==> src/rtl/core/rgbycc_pkg.sv <==
// ============================================================================
// rgbycc_pkg
// Shared types, register codes, sampling-block shapes and coefficient helper
// for the RGB to YCbCr converter with chroma subsampling.
// ============================================================================
package rgbycc_pkg;

    localparam int CFG_DATA_W  = 13;
    localparam int CFG_INDEX_W = 2;

    typedef struct packed {
        logic [7:0] blue;
        logic [7:0] green;
        logic [7:0] red;
    } pixel_t;

    typedef struct packed {
        logic [7:0] luma;
        logic [7:0] chroma_blue;
        logic [7:0] chroma_red;
        logic       chroma_valid;
        logic       end_of_frame;
    } ycc_t;

    typedef struct packed {
        logic chroma_valid;
        logic end_of_frame;
    } pos_flags_t;

    typedef enum logic [CFG_INDEX_W-1:0] {
        REG_FRAME_WIDTH  = 2'd0,
        REG_FRAME_HEIGHT = 2'd1,
        REG_CHROMA_MODE  = 2'd2
    } cfg_reg_t;

    typedef enum logic [2:0] {
        MODE_444 = 3'd0,
        MODE_422 = 3'd1,
        MODE_420 = 3'd2,
        MODE_411 = 3'd3,
        MODE_410 = 3'd4
    } chroma_mode_t;

    localparam logic [CFG_DATA_W-1:0] FRAME_WIDTH_RST  = 13'd640;
    localparam logic [CFG_DATA_W-1:0] FRAME_HEIGHT_RST = 13'd480;
    localparam logic [2:0]            CHROMA_MODE_RST  = 3'(MODE_444);

    // log2 of block width and height in pixels
    typedef struct packed {
        logic [1:0] col_log2;
        logic [1:0] row_log2;
    } block_shape_t;

    function automatic block_shape_t block_shape(chroma_mode_t mode);
        block_shape_t s;
        case (mode)
            MODE_422: s = '{col_log2: 2'd1, row_log2: 2'd0};
            MODE_420: s = '{col_log2: 2'd1, row_log2: 2'd1};
            MODE_411: s = '{col_log2: 2'd2, row_log2: 2'd0};
            MODE_410: s = '{col_log2: 2'd2, row_log2: 2'd2};
            default:  s = '{col_log2: 2'd0, row_log2: 2'd0};
        endcase
        return s;
    endfunction

    // coefficients in millionths
    localparam longint MICRO_Y_R  = 299000;
    localparam longint MICRO_Y_G  = 587000;
    localparam longint MICRO_Y_B  = 114000;
    localparam longint MICRO_CB_R = 168736;
    localparam longint MICRO_CB_G = 331264;
    localparam longint MICRO_HALF = 500000;
    localparam longint MICRO_CR_G = 418688;
    localparam longint MICRO_CR_B = 81312;

    // round(micro * 2^frac_bits / 1e6), ties away from zero
    function automatic longint qcoef(longint micro, int frac_bits);
        return ((micro << frac_bits) + 64'sd500000) / 64'sd1000000;
    endfunction

endpackage

==> src/rtl/core/rgbycc_position.sv <==
// ============================================================================
// rgbycc_position
// Raster column/row counters; flags chroma sampling points of whole blocks
// and the last pixel of the frame.
// ============================================================================
module rgbycc_position
    import rgbycc_pkg::*;
#(
    parameter int MAX_DIMENSION = 4096
) (
    input  logic                  clk,
    input  logic                  rst_n,
    input  logic                  advance,
    input  logic [CFG_DATA_W-1:0] frame_width,
    input  logic [CFG_DATA_W-1:0] frame_height,
    input  chroma_mode_t          chroma_mode,
    output pos_flags_t            flags
);

    localparam int CW = $clog2(MAX_DIMENSION);
    localparam int DW = CW + 1;
    localparam int LW = (DW > CFG_DATA_W) ? DW : CFG_DATA_W;
    localparam logic [LW-1:0] MAX_DIM = LW'(MAX_DIMENSION);

    function automatic logic [DW-1:0] clamp_dim(logic [CFG_DATA_W-1:0] v);
        logic [LW-1:0] x;
        x = LW'(v);
        if (x == '0)
            x = LW'(1);
        else if (x > MAX_DIM)
            x = MAX_DIM;
        return x[DW-1:0];
    endfunction

    logic [CW-1:0] col_reg, col_next;
    logic [CW-1:0] row_reg, row_next;
    logic [DW-1:0] width, height;
    block_shape_t  shape;
    logic [CW-1:0] col_mask, row_mask;
    logic [DW:0]   col_span, row_span;
    logic          fit_col, fit_row, last_col, last_row;

    always_comb
    begin
        width    = clamp_dim(frame_width);
        height   = clamp_dim(frame_height);
        shape    = block_shape(chroma_mode);
        col_mask = ~({CW{1'b1}} << shape.col_log2);
        row_mask = ~({CW{1'b1}} << shape.row_log2);
        col_span = (DW+1)'(1) << shape.col_log2;
        row_span = (DW+1)'(1) << shape.row_log2;
        fit_col  = ((DW+1)'(col_reg) + col_span) <= (DW+1)'(width);
        fit_row  = ((DW+1)'(row_reg) + row_span) <= (DW+1)'(height);
        last_col = DW'(col_reg) >= (width - DW'(1));
        last_row = DW'(row_reg) >= (height - DW'(1));

        flags.chroma_valid = ((col_reg & col_mask) == '0) && ((row_reg & row_mask) == '0)
                             && fit_col && fit_row;
        flags.end_of_frame = last_col && last_row;
    end

    always_comb
    begin
        col_next = col_reg;
        row_next = row_reg;
        if (advance)
        begin
            if (last_col)
            begin
                col_next = '0;
                row_next = last_row ? '0 : row_reg + CW'(1);
            end
            else
            begin
                col_next = col_reg + CW'(1);
            end
        end
    end

    always_ff @(posedge clk or negedge rst_n)
    begin
        if (!rst_n)
        begin
            col_reg <= '0;
            row_reg <= '0;
        end
        else
        begin
            col_reg <= col_next;
            row_reg <= row_next;
        end
    end

endmodule

==> src/rtl/core/rgbycc_convert.sv <==
// ============================================================================
// rgbycc_convert
// BT.601 full-range color matrix: floored luma, chroma truncated toward zero,
// offset by 128 and clamped; chroma forced to zero off sampling points.
// ============================================================================
module rgbycc_convert
    import rgbycc_pkg::*;
#(
    parameter int COEFF_FRAC_BITS = 16
) (
    input  pixel_t     pixel,
    input  pos_flags_t flags,
    output ycc_t       ycc
);

    localparam int F   = COEFF_FRAC_BITS;
    localparam int CFW = F + 2;
    localparam int PW  = CFW + 9;
    localparam int SW  = PW + 2;
    localparam int QW  = SW - F;

    localparam logic signed [CFW-1:0] Y_R  = CFW'(qcoef(MICRO_Y_R, F));
    localparam logic signed [CFW-1:0] Y_G  = CFW'(qcoef(MICRO_Y_G, F));
    localparam logic signed [CFW-1:0] Y_B  = CFW'(qcoef(MICRO_Y_B, F));
    localparam logic signed [CFW-1:0] CB_R = CFW'(-qcoef(MICRO_CB_R, F));
    localparam logic signed [CFW-1:0] CB_G = CFW'(-qcoef(MICRO_CB_G, F));
    localparam logic signed [CFW-1:0] CB_B = CFW'(qcoef(MICRO_HALF, F));
    localparam logic signed [CFW-1:0] CR_R = CFW'(qcoef(MICRO_HALF, F));
    localparam logic signed [CFW-1:0] CR_G = CFW'(-qcoef(MICRO_CR_G, F));
    localparam logic signed [CFW-1:0] CR_B = CFW'(-qcoef(MICRO_CR_B, F));

    function automatic logic signed [SW-1:0] dot3(
        logic signed [CFW-1:0] c0, logic signed [CFW-1:0] c1, logic signed [CFW-1:0] c2,
        logic signed [8:0] x0, logic signed [8:0] x1, logic signed [8:0] x2);
        logic signed [PW-1:0] p0, p1, p2;
        p0 = c0 * x0;
        p1 = c1 * x1;
        p2 = c2 * x2;
        return SW'(p0) + SW'(p1) + SW'(p2);
    endfunction

    function automatic logic [7:0] chroma_of(logic signed [SW-1:0] s);
        logic [SW-1:0]       mag;
        logic [QW-1:0]       qmag;
        logic signed [QW+1:0] q;
        mag  = s[SW-1] ? SW'(-s) : SW'(s);
        qmag = mag[SW-1:F];
        if (s[SW-1])
            q = $signed((QW+2)'(128) - (QW+2)'(qmag));
        else
            q = $signed((QW+2)'(128) + (QW+2)'(qmag));
        if (q < 0)
            return 8'd0;
        else if (q > 255)
            return 8'd255;
        return q[7:0];
    endfunction

    logic signed [8:0]    r_s, g_s, b_s;
    logic signed [SW-1:0] y_sum, cb_sum, cr_sum;
    logic [QW-1:0]        y_q;

    always_comb
    begin
        r_s    = $signed({1'b0, pixel.red});
        g_s    = $signed({1'b0, pixel.green});
        b_s    = $signed({1'b0, pixel.blue});
        y_sum  = dot3(Y_R, Y_G, Y_B, r_s, g_s, b_s);
        cb_sum = dot3(CB_R, CB_G, CB_B, r_s, g_s, b_s);
        cr_sum = dot3(CR_R, CR_G, CR_B, r_s, g_s, b_s);
        y_q    = y_sum[SW-1:F];

        ycc.luma         = (|y_q[QW-1:8]) ? 8'd255 : y_q[7:0];
        ycc.chroma_blue  = flags.chroma_valid ? chroma_of(cb_sum) : 8'd0;
        ycc.chroma_red   = flags.chroma_valid ? chroma_of(cr_sum) : 8'd0;
        ycc.chroma_valid = flags.chroma_valid;
        ycc.end_of_frame = flags.end_of_frame;
    end

endmodule

==> src/rtl/core/rgb_to_ycbcr_subsampled_core.sv <==
// ============================================================================
// rgb_to_ycbcr_subsampled_core
// Raster RGB pixels to full-range BT.601 YCbCr with point-sampled chroma.
//
// Pixels enter on the pixel channel (valid/ready), one transfer per pixel,
// in raster order. Each pixel gives one transfer on the result channel:
// luma always, chroma_blue/chroma_red with chroma_valid at the top-left pixel
// of each whole sampling block (zero elsewhere), end_of_frame on the last
// pixel of the frame.
// Registers go in on the cfg channel (index, data), always ready; write them
// only while no pixel is in flight.
// The pixel goes from the input register through the color matrix into the
// result register, which holds it as the valid result. Throughput: one pixel
// per cycle while the receiver does not stall, set by the combinational color
// matrix between the two registers.
// When the receiver stalls, both registers fill and pixel_ready drops; it
// rises in the cycle the result is taken.
// Reset clears both stages, the column and row counters, and returns the
// registers to 640 x 480, 4:4:4.
// ============================================================================
module rgb_to_ycbcr_subsampled_core
    import rgbycc_pkg::*;
#(
    parameter int MAX_DIMENSION   = 4096,
    parameter int COEFF_FRAC_BITS = 16
) (
    input  logic                   clk,
    input  logic                   rst_n,
    input  logic                   cfg_valid,
    output logic                   cfg_ready,
    input  logic [CFG_INDEX_W-1:0] cfg_index,
    input  logic [CFG_DATA_W-1:0]  cfg_data,
    input  logic                   pixel_valid,
    output logic                   pixel_ready,
    input  pixel_t                 pixel,
    output logic                   result_valid,
    input  logic                   result_ready,
    output ycc_t                   result
);

    logic [CFG_DATA_W-1:0] frame_width_reg, frame_width_next;
    logic [CFG_DATA_W-1:0] frame_height_reg, frame_height_next;
    logic [2:0]            chroma_mode_reg, chroma_mode_next;

    logic       s1_valid_reg, s1_valid_next;
    pixel_t     s1_pixel_reg;
    pos_flags_t s1_flags_reg;
    logic       result_valid_reg, result_valid_next;
    ycc_t       result_reg;

    logic       pixel_xfer, s2_load;
    pos_flags_t pos_flags;
    ycc_t       ycc_next;

    assign cfg_ready    = 1'b1;
    assign s2_load      = s1_valid_reg && (!result_valid_reg || result_ready);
    assign pixel_ready  = !s1_valid_reg || s2_load;
    assign pixel_xfer   = pixel_valid && pixel_ready;
    assign result_valid = result_valid_reg;
    assign result       = result_reg;

    always_comb
    begin
        frame_width_next  = frame_width_reg;
        frame_height_next = frame_height_reg;
        chroma_mode_next  = chroma_mode_reg;
        if (cfg_valid)
        begin
            case (cfg_reg_t'(cfg_index))
                REG_FRAME_WIDTH:  frame_width_next  = cfg_data;
                REG_FRAME_HEIGHT: frame_height_next = cfg_data;
                REG_CHROMA_MODE:  chroma_mode_next  = cfg_data[2:0];
                default:          ;
            endcase
        end
    end

    always_comb
    begin
        s1_valid_next = s1_valid_reg;
        if (pixel_xfer)
            s1_valid_next = 1'b1;
        else if (s2_load)
            s1_valid_next = 1'b0;

        result_valid_next = result_valid_reg;
        if (s2_load)
            result_valid_next = 1'b1;
        else if (result_ready)
            result_valid_next = 1'b0;
    end

    rgbycc_position #(
        .MAX_DIMENSION (MAX_DIMENSION)
    ) u_position (
        .clk          (clk),
        .rst_n        (rst_n),
        .advance      (pixel_xfer),
        .frame_width  (frame_width_reg),
        .frame_height (frame_height_reg),
        .chroma_mode  (chroma_mode_t'(chroma_mode_reg)),
        .flags        (pos_flags)
    );

    rgbycc_convert #(
        .COEFF_FRAC_BITS (COEFF_FRAC_BITS)
    ) u_convert (
        .pixel (s1_pixel_reg),
        .flags (s1_flags_reg),
        .ycc   (ycc_next)
    );

    always_ff @(posedge clk or negedge rst_n)
    begin
        if (!rst_n)
        begin
            frame_width_reg  <= FRAME_WIDTH_RST;
            frame_height_reg <= FRAME_HEIGHT_RST;
            chroma_mode_reg  <= CHROMA_MODE_RST;
            s1_valid_reg     <= 1'b0;
            result_valid_reg <= 1'b0;
        end
        else
        begin
            frame_width_reg  <= frame_width_next;
            frame_height_reg <= frame_height_next;
            chroma_mode_reg  <= chroma_mode_next;
            s1_valid_reg     <= s1_valid_next;
            result_valid_reg <= result_valid_next;
        end
    end

    always_ff @(posedge clk)
    begin
        if (pixel_xfer)
        begin
            s1_pixel_reg <= pixel;
            s1_flags_reg <= pos_flags;
        end
        if (s2_load)
            result_reg <= ycc_next;
    end

    // off sampling points chroma reads as zero
    assert property (@(posedge clk) disable iff (!rst_n)
        result_valid_reg && !result_reg.chroma_valid
        |-> result_reg.chroma_blue == 8'd0 && result_reg.chroma_red == 8'd0)
        else $error("chroma nonzero on a non-sampling pixel");

    // input stage never overwritten while still holding a pixel
    assert property (@(posedge clk) disable iff (!rst_n)
        pixel_xfer && s1_valid_reg |-> s2_load)
        else $error("input stage overrun");

    // a new result only comes from a full input stage
    assert property (@(posedge clk) disable iff (!rst_n)
        $rose(result_valid_reg) |-> $past(s1_valid_reg))
        else $error("result appeared without a pixel");

endmodule
==> config.mk <==
export PLATFORM = sky130hd
export DESIGN_NAME = rgb_to_ycbcr_subsampled_core
export DESIGN_NICKNAME = d
export VERILOG_FILES = /design/src/rtl/core/rgbycc_pkg.sv /design/src/rtl/core/rgbycc_position.sv /design/src/rtl/core/rgbycc_convert.sv /design/src/rtl/core/rgb_to_ycbcr_subsampled_core.sv
export SDC_FILE = /design/constraint.sdc
export NUM_CORES = 1
export LEC_CHECK = 0
export ABC_AREA = 1
export BUFFER_PORTS_ARGS = -buffer_cell sky130_fd_sc_hd__buf_2
export CAP_MARGIN = 0
export CORE_AREA = 5 5 319 227
export DETAILED_ROUTE_END_ITERATION = 7
export DIE_AREA = 0 0 324 232
export PLACE_DENSITY = 0.54
export RECOVER_POWER = 25
export SETUP_SLACK_MARGIN = 0.3
export SLEW_MARGIN = 20
export SYNTH_ARGS = -nofsm -noshare
export SYNTH_HDL_FRONTEND = slang
export SYNTH_SLANG_ARGS = --single-unit
export TNS_END_PERCENT = 1
==> constraint.sdc <==
create_clock -name clk -period 8.6 [get_ports clk]
set_input_delay 0.86 -clock clk [delete_from_list [all_inputs] [get_ports clk]]
set_output_delay 0.86 -clock clk [all_outputs]
set_load 0.05 [all_outputs]
==> results of run 1 <==
-- what timing repair did --
item                                    in CTS  in global routing
buffers inserted                             5                 30
gates resized for setup                      3                112
gates cloned                                 0                  0
pin swaps                                    1                 67
endpoints found under the setup margin       8                 16
-- cell usage after synthesis, drive strengths merged --
master,number
a31oi,19
o221ai,4
ha,527
nand4,49
conb,2
nand3,198
o211ai,8
o21ai,121
clkbuf,8
a221oi,2
o2111ai,1
xnor2,69
xor2,129
o22ai,1
nor4,9
nor3,22
a31o,1
a21boi,9
dfstp,6
o21a,7
a211oi,5
and3,3
o31ai,2
o311ai,1
o32ai,1
dfrtp,49
o32a,1
nand3b,12
a21o,14
a21oi,203
and2,4
nor2,173
nand2,696
inv,826
fa,267
edfxtp,52
or2,9
buf,9
o21bai,17
-- per-stage QoR --
| step | util [%] | worst slack [ns] | instances | hold WS (ns) | instance area (um^2) |
|---|---|---|---|---|---|
| floorplan | - | 0.6865 | 3537 | 0.4003 | 27340 |
| detailed placement | 42.16 | 0.1507 | 4556 | 0.4619 | 29140 |
| global placement | 42.16 | 0.1778 | 4556 | 0.4500 | 29140 |
| finish | 43.63 | 0.6500 | 4607 | 0.4772 | 30160 |
| global route | 43.63 | 0.08025 | 4607 | 0.4970 | 30160 |
| CTS | 42.67 | 0.3092 | 4577 | 0.4811 | 29490 |
-- cell type report --
class / count / area [um^2] / area share (%)
clock buffer: 10 / 229.0 / 0.7593
timing repair buffer: 158 / 1028 / 3.411
tap: 913 / 1142 / 3.788
multi-input combinational: 2587 / 21640 / 71.76
sequential: 107 / 2945 / 9.767
clock inverter: 6 / 62.56 / 0.2075
inverter: 826 / 3107 / 10.30
-- cells by family (layout without fill, tap and decap cells) --
| family | Yosys count | after routing | share of synthesized area [%] |
|---|---|---|---|
| fa+ha+maj | 794 | 794 | 43.68 |
| other cells | 2 | 3 | 0.02748 |
| xor+xnor | 198 | 198 | 6.510 |
| flops | 107 | 107 | 10.78 |
| buf+inv | 843 | 1000 | 11.69 |
| simple gates | 1175 | 1175 | 18.71 |
| compound gates | 417 | 417 | 8.602 |
-- critical path: cells and delay by family, from the launching register on --
family / cells / cell delay [ns]
fa+ha+maj: 8 / 2.93
simple gates: 25 / 2.40
compound gates: 9 / 1.09
xor+xnor: 3 / 0.55
buf+inv: 3 / 0.21
flops: 1 / 0.44
-- metal layers --
metal,track usage [%],up-vias
met1,32.81,10490
met5,0,-
met3,3.538,30
met2,29.05,435
met4,1.783,0
li1,-,11540
-- worst min-delay path by stage --
stage | endpoint | from | slack (ns) | cells past startpoint
6_report | result[0]$_DFFE_PP_ | s1_flags_reg[0]$_DFFE_PP_ | 0.48 | 0
5_1_grt | result[0]$_DFFE_PP_ | s1_flags_reg[0]$_DFFE_PP_ | 0.50 | 0
4_1_cts | result[0]$_DFFE_PP_ | s1_flags_reg[0]$_DFFE_PP_ | 0.48 | 0
3_5_place_dp | result[0]$_DFFE_PP_ | s1_flags_reg[0]$_DFFE_PP_ | 0.46 | 0
3_3_place_gp | result[0]$_DFFE_PP_ | s1_flags_reg[0]$_DFFE_PP_ | 0.45 | 0
2_1_floorplan | result[0]$_DFFE_PP_ | s1_flags_reg[0]$_DFFE_PP_ | 0.40 | 0
-- cell usage in the layout, fill, tap and decap left out, types with 26 or more instances in the layout --
master / n
nand4_1: 49
fa_1: 262
a21oi_2: 26
dfrtp_1: 49
buf_4: 79
xnor2_1: 65
inv_1: 809
buf_2: 59
edfxtp_1: 52
nor2_1: 146
a21oi_1: 175
nand2_2: 36
nand3_1: 189
ha_1: 506
o21ai_0: 111
nand2_1: 656
xor2_1: 123
==> results.ini, run 1 <==
[outcome]
status=complete, but fails checks
violations=capacitance limit, slew limit

[clocking]
holdBufCountCts=0
h-tree-depth=3
clock_sinks=107
clock_path_buffers=2
tritoncts=built
cts_inserted_buffers=9
ctsRootBufferMaster=clkbuf_16
cts.clk_slew.worst_paths_ns=0.10
clk_latency_ns=0.40

[synthesis]
synth_area_leaders=ha_1, fa_1, inv_1
yosysSeqAreaShare_pct=10.78
yosysTopAreaCell=ha_1
synth.cell_area_um2=27330
syn_inst=3536
yosys.area.top_type_share_pct=24.13
ys_types=54
syn_area_per_cell_um2=7.729
synth-seq-cells=107
yosysWarnings=0

[route]
wl_met2_um=29930
postRouteAntennaNets=0
first_pass_iters=5
drt_first_iter_violations=1428
route.top_layer_used=met4
wl_met1_um=40960
vias=22490
wl_per_cell_um=16.41
wl_um=75600
wl_met3_um=4246
drcViolationCount=0
vias_per_cell=4.882

[min_path]
min_path_type=flip-flop to flip-flop

[cells_and_area]
fill_cells=7103
syn_to_final_growth_pct=10.33
drive_above_1_share_pct=9.339
largest_register_ff_count=26
nNetsFinal=4527
antenna_cells=0

[worst_setup_path]
critPathMaxFanout=8
start_kind=flip-flop
crit_path_end=result[12]$_SDFFCE_PN0P_
cpMostUsedCell=nand2_1
cp_slowest_cell=fa_1
critPathLaunch=s1_pixel_reg[1]$_DFFE_PP_
crit_required_ns=8.72
reg2reg_to=result[12]$_SDFFCE_PN0P_
r2r_slack_ns=0.65
rr_worst_depth=48
worstSetupPathType=flip-flop to flip-flop
critPathCaptureType=flip-flop
crit_path_max_incr_delay_ns=0.58
r2r-start=s1_pixel_reg[1]$_DFFE_PP_
arrival_ns=8.07

[die]
dieArea_um2=75170
start_util_pct=39.54
num_rows=81
core_um2=69120
top_level_ports=73
die_y_um=232
die_w_um=324

[sta]
clock_skew_ns=0.01911
slew-limit-headroom_pct=-104.8
rsz0062_at_grt=yes
fin_crit_sh_pct=92.44
setup_viol=0
tightest_slew_ns=3.072
period_minus_slack_ns=7.950
hold_viol_final=0
setup_tns_ns=0
slew_viol_final=56
fmax_mhz=125.8

[global_routing]
grt_overflow=0
antenna_found_initial=1
grt_use_total_pct=20.32
grt_pass1_vias=21960
grt_max_degree=56
grt_pass1_wl_um=120600

[placement]
place_hpwl_um=65400
globalplace.congestion=0.9083
port_buffers=71

[job]
drv_cap=1

Power of run 1 is left out: the tool's default activity adds up to more than one toggle a clock period on the data nets, which glitch-free logic cannot reach.
==> run 2, diff against run 1 <==
- clock period: 8.6 -> 7.4 ns (I/O delays scaled with it)
==> run 2 against run 1 <==
Against the previous run:
- the flow finishes with violations (capacitance limit, slew limit, setup timing)
- worst hold slack worse by 0.044 ns
- maximum frequency is 3.2% higher
- final cell count is 5.4% higher
==> results.ini, run 2 (synthesis gave the netlist of run 1 again) <==
[worst_setup_path]
cpMostUsedCell=nand2_1
crit_path_max_incr_delay_ns=0.56  ; -0.02 ns
crit_required_ns=7.54  ; -1.18 ns
critPathMaxFanout=8  ; unchanged
critPathCaptureType=flip-flop
r2r-start=s1_pixel_reg[9]$_DFFE_PP_
arrival_ns=7.84  ; -0.23 ns
start_kind=flip-flop
cp_slowest_cell=fa_1
worstSetupPathType=flip-flop to flip-flop
r2r_slack_ns=-0.30  ; -0.95 ns
critPathLaunch=s1_pixel_reg[9]$_DFFE_PP_
reg2reg_to=result[11]$_SDFFCE_PN0P_
crit_path_end=result[11]$_SDFFCE_PN0P_
rr_worst_depth=48  ; unchanged

[global_routing]
grt_pass1_wl_um=123500  ; +2.4%
grt_max_degree=56  ; unchanged
grt_overflow=0  ; unchanged
antenna_found_initial=4  ; +3
grt_use_total_pct=20.74  ; +0.42 points
grt_pass1_vias=22920  ; +4.4%

[clocking]
cts_inserted_buffers=9  ; unchanged
ctsRootBufferMaster=clkbuf_16
clock_path_buffers=2  ; unchanged
cts.clk_slew.worst_paths_ns=0.10  ; about the same
holdBufCountCts=0  ; unchanged
h-tree-depth=3  ; unchanged
clock_sinks=107  ; unchanged
tritoncts=built
clk_latency_ns=0.41  ; about the same

[sta]
slew_viol_final=56  ; unchanged
period_minus_slack_ns=7.702  ; -0.2483 ns
fmax_mhz=129.8  ; +3.2%
tightest_slew_ns=3.130  ; +0.05777 ns
slew-limit-headroom_pct=-108.6  ; -3.9 points
hold_viol_final=0  ; unchanged
rsz0062_at_grt=yes
timing.final.ws_setup_ns=-0.3017  ; -0.9517 ns
setup_viol=8  ; +8
fin_crit_sh_pct=104.1  ; +12 points
clock_skew_ns=0.02135  ; +0.002241 ns

[route]
drt_first_iter_violations=1319  ; -7.6%
drcViolationCount=0  ; unchanged
postRouteAntennaNets=0  ; unchanged
vias_per_cell=4.772  ; -2.2%
vias=23160  ; +3.0%
wl_um=75710  ; +0.14%
first_pass_iters=5  ; unchanged
wl_per_cell_um=15.60  ; -5.0%

[placement]
place_hpwl_um=66900  ; +2.3%
globalplace.congestion=0.8886  ; -2.2%
port_buffers=71  ; unchanged
dp_slack_ns=-0.4438  ; -0.5945 ns

[die]
die_y_um=232  ; unchanged
num_rows=81  ; unchanged
start_util_pct=39.54  ; unchanged
top_level_ports=73  ; unchanged
dieArea_um2=75170  ; unchanged
core_um2=69120  ; unchanged
die_w_um=324  ; unchanged

[outcome]
violations=capacitance limit, slew limit, setup timing
status=complete, but fails checks

[cells_and_area]
nNetsFinal=4774  ; +5.5%
syn_to_final_growth_pct=17.74
drive_above_1_share_pct=15.22  ; +5.9 points
antenna_cells=0  ; unchanged
final_cell_mix=inv_1, nand2_1, ha_1
largest_register_ff_count=26  ; unchanged
final_common_cell=inv_1

[min_path]
min_path_type=flip-flop to flip-flop

[job]
drv_cap=1  ; unchanged

## run 2: cell count changes in the layout (fill, tap and decap cells not counted), moves of 5 or more
cell,before,now
buf_4,79,324
o21ai_1,4,14
clkbuf_1,14,6
ha_4,13,21
o21ai_0,111,103
buf_2,59,66
ha_1,506,501
nand2_2,36,31
nor3_1,21,16
## run 2: worst max-delay path: cells and delay by family, from the launching register on
family | cells | cell delay (ns)
and+or+nand+nor | 19 | 1.66
DFF | 1 | 0.50
adders and majority gates | 9 | 2.86
buffers and inverters | 8 | 0.73
AOI/OAI and AO/OA | 9 | 1.20
xor gates and xnor gates | 3 | 0.46
## run 2: worst min path at each step
stage | startpoint | end | slack (ns) | cells after the start
3_5_place_dp | s1_flags_reg[0]$_DFFE_PP_ | result[0]$_DFFE_PP_ | 0.41 | 0
5_1_grt | s1_flags_reg[0]$_DFFE_PP_ | result[0]$_DFFE_PP_ | 0.44 | 0
3_3_place_gp | s1_flags_reg[0]$_DFFE_PP_ | result[0]$_DFFE_PP_ | 0.43 | 0
4_1_cts | s1_flags_reg[0]$_DFFE_PP_ | result[0]$_DFFE_PP_ | 0.44 | 0
6_report | s1_flags_reg[0]$_DFFE_PP_ | result[0]$_DFFE_PP_ | 0.43 | 0
2_1_floorplan | s1_flags_reg[0]$_DFFE_PP_ | result[0]$_DFFE_PP_ | 0.40 | 0
## run 2: repair_timing
item | in CTS | in global routing
gates resized for setup | 91 | 29
setup endpoints to repair | 24 | 24
pin swaps | 68 | 34
buffers inserted | 15 | 1
## run 2: per-stage QoR
| step | setup TNS (ns) | instances | cell area (um^2) | hold WS, ns | util (%) |
|---|---|---|---|---|---|
| floorplan | -1.951 | 3537 | 27390 | 0.4003 | - |
| global placement | -3.287 | 4822 | 31220 | 0.4300 | 45.17 |
| detailed placement | -4.303 | 4822 | 31220 | 0.4128 | 45.17 |
| CTS | -1.713 | 4853 | 32040 | 0.4364 | 46.36 |
| global route | -8.512 | 4854 | 32180 | 0.4376 | 46.56 |
| finish | -2.316 | 4854 | 32180 | 0.4333 | 46.56 |
## run 2: final cells by class
type	instances	area [um^2]
fill	7016	36940
multi-input combinational	2587	21770
inverter	826	3107
sequential	107	2945
timing repair buffer	405	2904
tap	913	1142
clock buffer	9	225.2
clock inverter	7	90.09
## run 2: layer usage
metal | global-route usage, % | vias to the layer above | share of wire, %
li1 | - | 12040 | -
met1 | 32.62 | 10730 | 53
met2 | 29.98 | 366 | 40
met3 | 3.912 | 29 | 5.8
met4 | 2.822 | 0 | 0.97
met5 | 0 | - | 0
Power of run 2 is left out for the same reason.
